$ cat config.mk
export PLATFORM = sky130hd
export DESIGN_NAME = cscu_wide
export DESIGN_NICKNAME = d
export VERILOG_FILES = /design/src/rtl/assert_macros.svh /design/src/rtl/cscu_pkg.sv /design/src/rtl/cscu_wide.sv
export SDC_FILE = /design/constraint.sdc
export NUM_CORES = 2
export LEC_CHECK = 0
export BUFFER_PORTS_ARGS = -buffer_cell sky130_fd_sc_hd__buf_4
export CAP_MARGIN = 15
export CORE_UTILIZATION = 50
export CTS_BUF_LIST = sky130_fd_sc_hd__clkbuf_8
export CTS_CLUSTER_DIAMETER = 100
export CTS_CLUSTER_SIZE = 25
export DETAILED_ROUTE_END_ITERATION = 10
export GPL_ROUTABILITY_DRIVEN = 0
export GPL_TIMING_DRIVEN = 0
export PLACE_DENSITY = 0.79
export SETUP_SLACK_MARGIN = 0.02
export SYNTH_ARGS = -nofsm -noshare
export SYNTH_HDL_FRONTEND = slang
export SYNTH_SLANG_ARGS = --single-unit
$ cat constraint.sdc
create_clock -name clk_i -period 0.95 [get_ports clk_i]
set_input_delay 0.095 -clock clk_i [delete_from_list [all_inputs] [get_ports clk_i]]
set_output_delay 0.095 -clock clk_i [all_outputs]
set_load 0.1 [all_outputs]
$ cat src/rtl/assert_macros.svh
// ----------------------------------------------------------------------------
// Assertion macros
// Shared concurrent assertion helpers for the crossing test unit.
// ----------------------------------------------------------------------------
`ifndef ASSERT_MACROS_SVH
`define ASSERT_MACROS_SVH

`ifndef SYNTHESIS

// Clocked implication check, disabled while reset is asserted.
`define CSCU_ASSERT(lbl, clk, rst_n, prop, msg) \
  lbl: assert property (@(posedge clk) disable iff (!rst_n) (prop)) else $error(msg);

// Condition that must never be true while out of reset.
`define CSCU_NEVER(lbl, clk, rst_n, cond, msg) \
  lbl: assert property (@(posedge clk) disable iff (!rst_n) !(cond)) else $error(msg);

`else

`define CSCU_ASSERT(lbl, clk, rst_n, prop, msg)
`define CSCU_NEVER(lbl, clk, rst_n, cond, msg)

`endif

`endif

$ cat src/rtl/cscu_pkg.sv
// ----------------------------------------------------------------------------
// cscu_pkg
// Shared types and register codes of the circle segment crossing test unit.
// ----------------------------------------------------------------------------
package cscu_pkg;

  localparam int unsigned ADDR_BITS = 4;
  localparam int unsigned DATA_BITS = 32;

  typedef enum logic [1:0] {
    REG_CENTER_X = 2'd0,
    REG_CENTER_Y = 2'd1,
    REG_RADIUS   = 2'd2
  } cscu_reg_e;

  typedef struct packed {
    logic enable;
    logic valid;
  } stage_ctrl_t;

endpackage

$ cat src/rtl/cscu_wide.sv
// ----------------------------------------------------------------------------
// cscu_wide
// Fourth pipeline stage: the two wide products of the line distance test.
// ----------------------------------------------------------------------------
module cscu_wide #(
  parameter int unsigned COORD_BITS = 14
) (
  input  logic                           clk_i,
  input  logic                           rst_ni,
  input  cscu_pkg::stage_ctrl_t          ctrl_i,
  input  logic [2*COORD_BITS+1:0]        cross_abs_i,
  input  logic [2*COORD_BITS+1:0]        ab2_i,
  input  logic [2*COORD_BITS-3:0]        r2_i,
  input  logic                           reach_i,
  output logic                           valid_o,
  output logic [4*COORD_BITS+3:0]        lhs_o,
  output logic [4*COORD_BITS-1:0]        rhs_o,
  output logic                           reach_o
);
  import cscu_pkg::*;

  localparam int unsigned PW  = 2 * (COORD_BITS + 1);
  localparam int unsigned R2W = 2 * (COORD_BITS - 1);
  localparam int unsigned LW  = 2 * PW;
  localparam int unsigned RW  = R2W + PW;

  logic          valid_q;
  logic [LW-1:0] lhs_q;
  logic [RW-1:0] rhs_q;
  logic          reach_q;

  always_ff @(posedge clk_i or negedge rst_ni) begin
    if (!rst_ni) begin
      valid_q <= 1'b0;
    end else if (ctrl_i.enable) begin
      valid_q <= ctrl_i.valid;
    end
  end

  always_ff @(posedge clk_i) begin
    if (ctrl_i.enable) begin
      lhs_q   <= LW'(cross_abs_i) * LW'(cross_abs_i);
      rhs_q   <= RW'(r2_i) * RW'(ab2_i);
      reach_q <= reach_i;
    end
  end

  assign valid_o = valid_q;
  assign lhs_o   = lhs_q;
  assign rhs_o   = rhs_q;
  assign reach_o = reach_q;

endmodule

==> results.sh <==
export IMPL_rsz0062_at_grt="true"
export IMPL_grt_pass1_wl_um=263000
export IMPL_synth_flop_cell="edfxtp_1"
export IMPL_synth_warnings=0
export IMPL_slew_headroom_pct=47.2
export IMPL_num_rows=120
export IMPL_synthCells=5764
export IMPL_rrSetupSlack_ns=0.11
export IMPL_ant_nets=0
export IMPL_fin_util_pct=61.2
export IMPL_dieArea_sq_um=110000
export IMPL_routed_wl_um=175000
export IMPL_drive_gt1_share_pct=20.5
export IMPL_fin_crit_ns=7.37
export IMPL_drc=0
export IMPL_final_cells=7609
export IMPL_clock_skew_ns=0
export IMPL_clock_path_buffers=2
export IMPL_dr_pass1_iters=8
export IMPL_cts_htree_levels=4
export IMPL_cp_end_kind="register"
export IMPL_final_cell_mix="1509 x inv_1, 1293 x fa_1, 701 x nand2_1"
export IMPL_layout_commonest_cell="inv_1"
export IMPL_max_stage_delay_ns=0.58
export IMPL_path_common_cell="fa_1"
export IMPL_chipHeight_um=331
export IMPL_ys_types=70
export IMPL_drv_slew=0
export IMPL_crit_arrival_ns=7.63
export IMPL_grt_start_max_net_pins=75
export IMPL_fp_dieW_um=331
export IMPL_coreArea_sq_um=107000
export IMPL_setup_slack_ns=-6.42
export IMPL_cp_required_ns=1.20
export IMPL_cts_sinks=117
export IMPL_io_pins=209
export IMPL_cp_top_family="adder cells"
export IMPL_timing_final_crit_share_pct=776
export IMPL_grt_ovfl_total=0
export IMPL_syn_area_per_cell_sq_um=9.41
export IMPL_critPathMaxFanout=9
export IMPL_synth_edf_count=116
export IMPL_port_buffers=175
export IMPL_cts_root_buffer="clkbuf_8"
export IMPL_initial_core_util_pct=50.5
export IMPL_async_flop_share_pct=0.855
export IMPL_path_class="in2reg"
export IMPL_dp_cells=7343
export IMPL_vias=42792
export IMPL_fmax_mhz=136
export IMPL_violations="setup timing"
export IMPL_post_drt_wl_per_cell_um=23.0
export IMPL_drv_cap=0
export IMPL_antenna_found_initial=9
export IMPL_first_global_vias=46208
export IMPL_syn_to_final_growth_pct=21.1
export IMPL_clk_latency_ns=0.50
export IMPL_whs_ns=0.0197
export IMPL_cts_made_buffers=17
export IMPL_path_clk_slew_ns=0.11
export IMPL_setup_violations_final=228
export IMPL_nets=8101
export IMPL_grt_usage_pct=31.8
export IMPL_critical_path_buf_inv_count=9
export IMPL_critPathSlowestCell="fa_1"
export IMPL_dp_hpwl_um=137000
export IMPL_synthesis_nets=7679
export IMPL_min_path_type="in2reg"
export IMPL_worst_slew_pin_slew_ns=0.791
export IMPL_start_kind="input port"
export IMPL_hold_violations=0
export IMPL_dr_first_iter_drc_count=3932
export IMPL_seq_area_frac_synth_pct=6.47
export IMPL_synth_area_sq_um=54200
export IMPL_vias_per_cell=5.62
export IMPL_postCtsHoldBufs=5
export IMPL_cts_tree="yes"
export IMPL_status="finished, violations left"
export IMPL_ys_ff_latch=117
[flip-flops by register name, summed over array words and instances, names as in the netlist]
name,flops
lhs_o,59
reach_o,1
rhs_o,56
valid_o,1
[metal layers]
layer  up-vias  routed length, um  track usage (%)
li1      17580                  -                -
met1     21665              65100             41.3
met2      2730              77200             47.9
met3       815              20700             9.39
met4         2              11900             17.2
met5         -                 17                0
[synth_stat cells (15+ instances only)]
cell type  number  area share, %
and2_1        512            5.9
nand4_1        20           0.23
a21oi_1       119            1.1
and3_1         15           0.17
a21o_1         68           0.94
o21ai_0        59           0.54
nor2b_1        18           0.21
a31oi_1        17           0.20
nor2_1         93           0.64
nand3_1        22           0.20
ha_1          459             11
clkbuf_1      257            1.8
o21bai_1       23           0.32
inv_1        1582             11
nand2_1       763            5.3
xnor2_1        78            1.3
xor2_1         54           0.87
edfxtp_1      116            6.4
fa_1         1365             50
[final cells by class]
class | count | area (sq um)
fill | 8175 | 41700
timing repair buffer | 415 | 3780
tap | 1403 | 1760
multi-input combinational | 3804 | 46900
sequential | 117 | 3510
clock inverter | 15 | 135
antenna | 7 | 17.5
buffer | 248 | 3380
clock buffer | 17 | 234
inverter | 1583 | 5970
[path summary, 6_finish.rpt]
kind / end / from / cells after the start
worst max-delay path: lhs_o[52] / cross_abs_i[5] / 29
worst min-delay path: lhs_o[13] / ctrl_i[1] / 1
worst max register to register: valid_o / valid_o / 1
worst min register to register: valid_o / valid_o / 1
max in group asynchronous: valid_o / rst_ni / 3
min in group asynchronous: valid_o / rst_ni / 3
[per-stage QoR]
stage          TNS [ns]  worst slack (ns)  cell area (sq um)
3_5_place_dp    -652.29             -8.17              59900
3_3_place_gp    -707.25             -8.01              59900
4_1_cts         -556.40             -6.05              63400
2_1_floorplan   -515.94             -6.16              56800
5_1_grt         -581.64             -6.49              65600
6_report        -565.51             -6.42              65700
[cell families after synthesis]
logic type | synth area share (%)
buf+inv | 12.8
fa+ha+maj | 61.0
simple gates | 13.2
compound gates | 4.37
xor+xnor | 2.13
flops | 6.47
mux | 0.0784
other cells | 0.00692
[timing repair]
item | in CTS | in global routing
hold endpoints to repair | 46 | 11
gates cloned | 1 | 2
resized for setup | 453 | 402
buffers inserted | 108 | 126
pin swaps | 118 | 217
endpoints found under the setup margin | 228 | 228
Power is left out: the tool's default activity adds up to more than one toggle a clock period on the data nets, which glitch-free logic cannot reach.
