`config.mk`:
```
export PLATFORM = sky130hd
export DESIGN_NAME = cscu_reduce
export DESIGN_NICKNAME = d
export VERILOG_FILES = /design/src/rtl/assert_macros.svh /design/src/rtl/cscu_pkg.sv /design/src/rtl/cscu_reduce.sv
export SDC_FILE = /design/constraint.sdc
export NUM_CORES = 1
export LEC_CHECK = 0
export BUFFER_PORTS_ARGS = -buffer_cell sky130_fd_sc_hd__buf_2
export CAP_MARGIN = 30
export CORE_AREA = 5 5 182 184
export CTS_BUF_LIST = sky130_fd_sc_hd__clkbuf_16
export CTS_CLUSTER_DIAMETER = 150
export DETAILED_ROUTE_END_ITERATION = 8
export DIE_AREA = 0 0 187 189
export PLACE_DENSITY_LB_ADDON = 0.3
export SETUP_SLACK_MARGIN = 0.4
export SKIP_CTS_REPAIR_TIMING = 1
export SYNTH_ARGS = -nofsm -noshare
export SYNTH_HDL_FRONTEND = slang
export SYNTH_SLANG_ARGS = --single-unit
```
`constraint.sdc`:
```
create_clock -name clk_i -period 1 [get_ports clk_i]
set_input_delay 0.3 -clock clk_i [delete_from_list [all_inputs] [get_ports clk_i]]
set_output_delay 0.3 -clock clk_i [all_outputs]
set_load 0.01 [all_outputs]
```
`src/rtl/assert_macros.svh`:
```
// ----------------------------------------------------------------------------
// Assertion macros
// Shared concurrent assertion helpers for the crossing test unit.
// ----------------------------------------------------------------------------
`ifndef ASSERT_MACROS_SVH
`define ASSERT_MACROS_SVH

`ifndef SYNTHESIS

// Clocked implication check, disabled while reset is asserted.
`define CSCU_ASSERT(lbl, clk, rst_n, prop, msg) \
  lbl: assert property (@(posedge clk) disable iff (!rst_n) (prop)) else $error(msg);

// Condition that must never be true while out of reset.
`define CSCU_NEVER(lbl, clk, rst_n, cond, msg) \
  lbl: assert property (@(posedge clk) disable iff (!rst_n) !(cond)) else $error(msg);

`else

`define CSCU_ASSERT(lbl, clk, rst_n, prop, msg)
`define CSCU_NEVER(lbl, clk, rst_n, cond, msg)

`endif

`endif

```
`src/rtl/cscu_pkg.sv`:
```
// ----------------------------------------------------------------------------
// cscu_pkg
// Shared types and register codes of the circle segment crossing test unit.
// ----------------------------------------------------------------------------
package cscu_pkg;

  localparam int unsigned ADDR_BITS = 4;
  localparam int unsigned DATA_BITS = 32;

  typedef enum logic [1:0] {
    REG_CENTER_X = 2'd0,
    REG_CENTER_Y = 2'd1,
    REG_RADIUS   = 2'd2
  } cscu_reg_e;

  typedef struct packed {
    logic enable;
    logic valid;
  } stage_ctrl_t;

endpackage

```
`src/rtl/cscu_reduce.sv`:
```
// ----------------------------------------------------------------------------
// cscu_reduce
// Third pipeline stage: cross product magnitude, squared lengths, endpoint
// containment and projection tests.
// ----------------------------------------------------------------------------
module cscu_reduce #(
  parameter int unsigned COORD_BITS = 14
) (
  input  logic                             clk_i,
  input  logic                             rst_ni,
  input  cscu_pkg::stage_ctrl_t            ctrl_i,
  input  logic signed [2*COORD_BITS+1:0]   cr1_i,
  input  logic signed [2*COORD_BITS+1:0]   cr2_i,
  input  logic signed [2*COORD_BITS+1:0]   sq_abx_i,
  input  logic signed [2*COORD_BITS+1:0]   sq_aby_i,
  input  logic signed [2*COORD_BITS+1:0]   sq_acx_i,
  input  logic signed [2*COORD_BITS+1:0]   sq_acy_i,
  input  logic signed [2*COORD_BITS+1:0]   sq_bcx_i,
  input  logic signed [2*COORD_BITS+1:0]   sq_bcy_i,
  input  logic signed [2*COORD_BITS+1:0]   dot1a_i,
  input  logic signed [2*COORD_BITS+1:0]   dot1b_i,
  input  logic signed [2*COORD_BITS+1:0]   dot2a_i,
  input  logic signed [2*COORD_BITS+1:0]   dot2b_i,
  input  logic        [2*COORD_BITS-3:0]   r2_i,
  output logic                             valid_o,
  output logic        [2*COORD_BITS+1:0]   cross_abs_o,
  output logic        [2*COORD_BITS+1:0]   ab2_o,
  output logic        [2*COORD_BITS-3:0]   r2_o,
  output logic                             reach_o
);
  import cscu_pkg::*;

  localparam int unsigned PW  = 2 * (COORD_BITS + 1);
  localparam int unsigned R2W = 2 * (COORD_BITS - 1);

  logic                 valid_q;
  logic signed [PW-1:0] cross_d, dot1_d, dot2_d;
  logic [PW-1:0]        cross_abs_d, ab2_d, da2_d, db2_d, r2_w;
  logic                 reach_d;
  logic [PW-1:0]        cross_abs_q, ab2_q;
  logic [R2W-1:0]       r2_q;
  logic                 reach_q;

  // The magnitudes here always fit the product width, so no sum needs a carry bit.
  assign cross_d     = cr1_i - cr2_i;
  assign cross_abs_d = cross_d[PW-1] ? $unsigned(-cross_d) : $unsigned(cross_d);
  assign ab2_d       = $unsigned(sq_abx_i) + $unsigned(sq_aby_i);
  assign da2_d       = $unsigned(sq_acx_i) + $unsigned(sq_acy_i);
  assign db2_d       = $unsigned(sq_bcx_i) + $unsigned(sq_bcy_i);
  assign dot1_d      = dot1a_i + dot1b_i;
  assign dot2_d      = -dot2a_i - dot2b_i;
  assign r2_w        = PW'(r2_i);
  assign reach_d     = (da2_d <= r2_w) || (db2_d <= r2_w) ||
                       (!dot1_d[PW-1] && !dot2_d[PW-1]);

  always_ff @(posedge clk_i or negedge rst_ni) begin
    if (!rst_ni) begin
      valid_q <= 1'b0;
    end else if (ctrl_i.enable) begin
      valid_q <= ctrl_i.valid;
    end
  end

  always_ff @(posedge clk_i) begin
    if (ctrl_i.enable) begin
      cross_abs_q <= cross_abs_d;
      ab2_q       <= ab2_d;
      r2_q        <= r2_i;
      reach_q     <= reach_d;
    end
  end

  assign valid_o     = valid_q;
  assign cross_abs_o = cross_abs_q;
  assign ab2_o       = ab2_q;
  assign r2_o        = r2_q;
  assign reach_o     = reach_q;

endmodule

```
==> impl_metrics.ini <==
[die]
die_height_um = 189
initial_utilization = 0.4195
design.die.area_sq_um = 35340
design.portCount = 478
area_of_the_core_region_sq_um = 31230
rows = 65
die_wd_um = 187

[critical_path]
timing.reg2reg.worst_path_depth = 1
crit_path_cell_trace = buf_2 -> ha_2 -> inv_1 -> fa_2 -> nand2b_4 -> a21oi_4 -> nor4_1 -> o21ai_1 -> o21ai_2 -> buf_4 -> a31oi_2 -> o21a_1 -> nor2_1 -> xnor2_1 -> ha_1 -> a21o_1 -> a21o_1 -> a21o_1 -> nor2_1 -> o21a_1 -> a21oi_1 -> a211oi_1 -> o2111ai_1 -> o221ai_1
crit_path_end_kind = flip-flop
cp_data_required_time_ns = 1.21
worst-r2r-setup-slack_ns = 0.25
reg2reg_to = valid_o$_DFFE_PN0P_
worstSetupEndpoint = reach_o$_DFFE_PP_
critical-path-max-stage-delay_ns = 0.35
timing.critical_path.from = sq_acy_i[0]
regToRegStartpoint = valid_o$_DFFE_PN0P_
timing_worst_setup_path_type = primary input to flip-flop
arrival_ns = 4.00
slowest_stage = fa_2
critical_path_peak_fanout = 3
startpoint_type = primary input
cp_common_cell = a21o_1

[placement]
hpwl_mm = 43.39
gp_congestion = 0.9485
place.port_buffers = 477
dpl_cell_area_sq_um = 20150
dp_slack_ns = -3.363

[power]
peakVddDrop_mv = 0.8275
power_switching_share = 0.3921
seqPwrFrac = 0.224
power-per-cell-area_nw_per_um2 = 1072
power.share.clock = 0.154
leakage_nw = 10.77
switchingPower_w = 0.009160
pwr-share-comb = 0.622
intPower_w = 0.01420

[cts]
reg_clk_slew_reported_paths_ns = 0.07
root_buffer_selected_by_cts = clkbuf_16
cts_tree = built
htreeDepth = 3
insertion_delay_ns = 0.37
clock_sinks = 88
numCtsBuffers = 9
cts-root-to-sink-buffers = 2

[timing]
fin_skew_ns = 0
fin_crit_sh = 3.790
worst-slew-pin-transition_ns = 0.6515
final.min_clock_period_ns = 3.790
max_slew_margin = 0.5611
rsz_0062_raised_after_global_routing = yes
hold_viol_final = 0
postLayoutSetupSlackWorst_ns = -2.790
final_max_slew_viol_count = 0
clock.fmax_ghz = 0.2638
total_of_endpoints_with_negative_setup_slack_in_the_final_report = 146
hold_ws_ns = 0.1147

[drt]
first_pass_iters = 5
drc = 0
route.antenna.remaining_nets = 0
post_drt_via_cell_ratio = 5.444
drt-total-wl_mm = 53.36
detailroute.via_count = 15910
routed_wire_length_per_instance_um = 18.25
drtIter0Drc = 781

[synthesis]
async_reset_ff_frac = 0.01136
synth.net_count = 2204
synth_top_area_share = 0.2407
synth.largest_area_cell = ha_1
ys_ff_latch = 88
yosys.area_share.xor_xnor = 0.08281
postSynthAreaPerCell_sq_um = 8.408
yosys.area_share.simple = 0.1668
synth_compound_gate_area_share = 0.2414
total_number_of_yosys_warnings = 0
synth_fa_ha_area_frac = 0.2468
synthMuxAreaShare = 0.004107
synth.area.top_cells = ha_1 24%, edfxtp_1 20%, xnor2_1 6.2%
postSynth.topFlopCell = edfxtp_1
yosys.cell_types.count = 90
synth_sequential_area_ratio = 0.2013
synth_area_sq_um = 13100
synth_edf_count = 87
synth_top_family_by_area = adder cells
post_synth_inst_count = 1558

[grt]
grt_antenna_before_repair = 7
first_global_vias = 15510
grt_usage = 0.2620
grt_max_degree = 44
globalRoute.totalOverflow = 0
grt_pass1_wl_mm = 76.26

[status]
violated_checks = setup timing
outcome = finished with violations

[cells_and_area]
mostFrequentLayoutCell = buf_2
num-nets-final = 3158
finish.instance_area_sq_um = 21790
finalCoreUtilization = 0.6976
drive_above_1_share = 0.4819
syn_to_final_growth_pct = 66.31
final_cell_mix = 461 x buf_2, 449 x buf_4, 218 x ha_1
filler_cell_count = 2493

[hold_path]
hold_path.class = primary input to flip-flop

[job]
timing.max_cap.violations = 0
[how the worst min path moves through the flow]
stage | startpoint | end | slack (ns) | depth (start not counted)
6_report | r2_i[10] | r2_o[10]$_DFFE_PP_ | 0.11 | 1
5_1_grt | r2_i[15] | r2_o[15]$_DFFE_PP_ | 0.11 | 1
2_1_floorplan | rst_ni | valid_o$_DFFE_PN0P_ | 0.004 | 0
3_3_place_gp | rst_ni | valid_o$_DFFE_PN0P_ | 0.07 | 1
3_5_place_dp | rst_ni | valid_o$_DFFE_PN0P_ | 0.08 | 1
4_1_cts | rst_ni | valid_o$_DFFE_PN0P_ | -0.33 | 1
[cells in the mapped netlist, types with 5 or more instances]
master     count
or2_2          7
nand2b_1      16
a21o_1        50
nand3_1       37
ha_1         252
a31o_2         6
a311oi_1       9
nand2_1       81
o21a_1        25
o31ai_1       11
and3_1        15
or4_1          5
inv_1        158
o2111ai_1      6
or3_1         12
nor2_1        95
nor4_1         6
nor2b_1       17
a21oi_1      132
clkbuf_1      24
nand4_1       29
a211oi_1      25
o21bai_1      12
and4_1         9
edfxtp_1      87
nand4b_1       5
buf_2          7
a2111oi_0      6
xnor2_1       93
and2_1        14
o21ai_0      100
a31oi_1       22
xor2_1        29
o211ai_1      15
nor3_1        45
[through the flow]
stage / TNS, ns / instances / power (W)
floorplan: -79.43 / 1558 / 0.01224
global placement: -101.71 / 2862 / 0.01779
detailed placement: -104.40 / 2862 / 0.01816
CTS: -97.79 / 2878 / 0.02180
global route: -105.55 / 2923 / 0.02477
finish: -98.79 / 2923 / 0.02336
[state kept, by name, indices dropped and copies added (netlist names)]
register	cells
ab2_o	30
cross_abs_o	30
reach_o	1
r2_o	26
valid_o	1
[critical path: cells and delay by family]
family                     cells  cell delay [ns]
adders and majority gates      3             0.74
xor gates and xnor gates       1             0.14
AOI/OAI and AO/OA             13             2.05
buffers and inverters          3             0.31
and+or+nand+nor                4             0.42
[area by class of cell]
class                           instances  area [sq um]  share of cell area
Inverter                              158         633.1             0.02906
Timing Repair Buffer                  977          6619              0.3038
Multi-Input combinational cell       1278         11080              0.5086
Tap cell                              402         503.0             0.02309
Antenna cell                            4         10.01           0.0004594
Clock buffer                            9         225.2             0.01034
Clock inverter                          7         77.57            0.003561
Sequential cell                        88          2638              0.1211
[layer usage]
layer,GRT usage,share of wire
met5,0,0.00062
met1,0.3107,0.39
met2,0.4834,0.51
met4,0.08305,0.037
met3,0.04388,0.058
[cells by family (layout without fill, tap and decap cells)]
logic type               count (synthesis)  after routing
other                                    0              4
AND/OR/NAND/NOR                        415            415
buffers and inverters                  192           1151
multiplexers                             5              5
adder cells (fa/ha/maj)                256            256
flip-flops                              88             88
AO/OA/AOI/OAI                          479            479
XOR/XNOR                               123            123
[power groups by stage]
stage / registers (W) / clock network [W] / logic (W)
6_report: 0.00523 / 0.00359 / 0.0145
2_1_floorplan: 0.00554 / 0 / 0.00671
4_1_cts: 0.00521 / 0.00363 / 0.0130
5_1_grt: 0.00527 / 0.00379 / 0.0157
3_5_place_dp: 0.00526 / 0 / 0.0129
3_3_place_gp: 0.00527 / 0 / 0.0125
(Power assumes the default switching activity.)
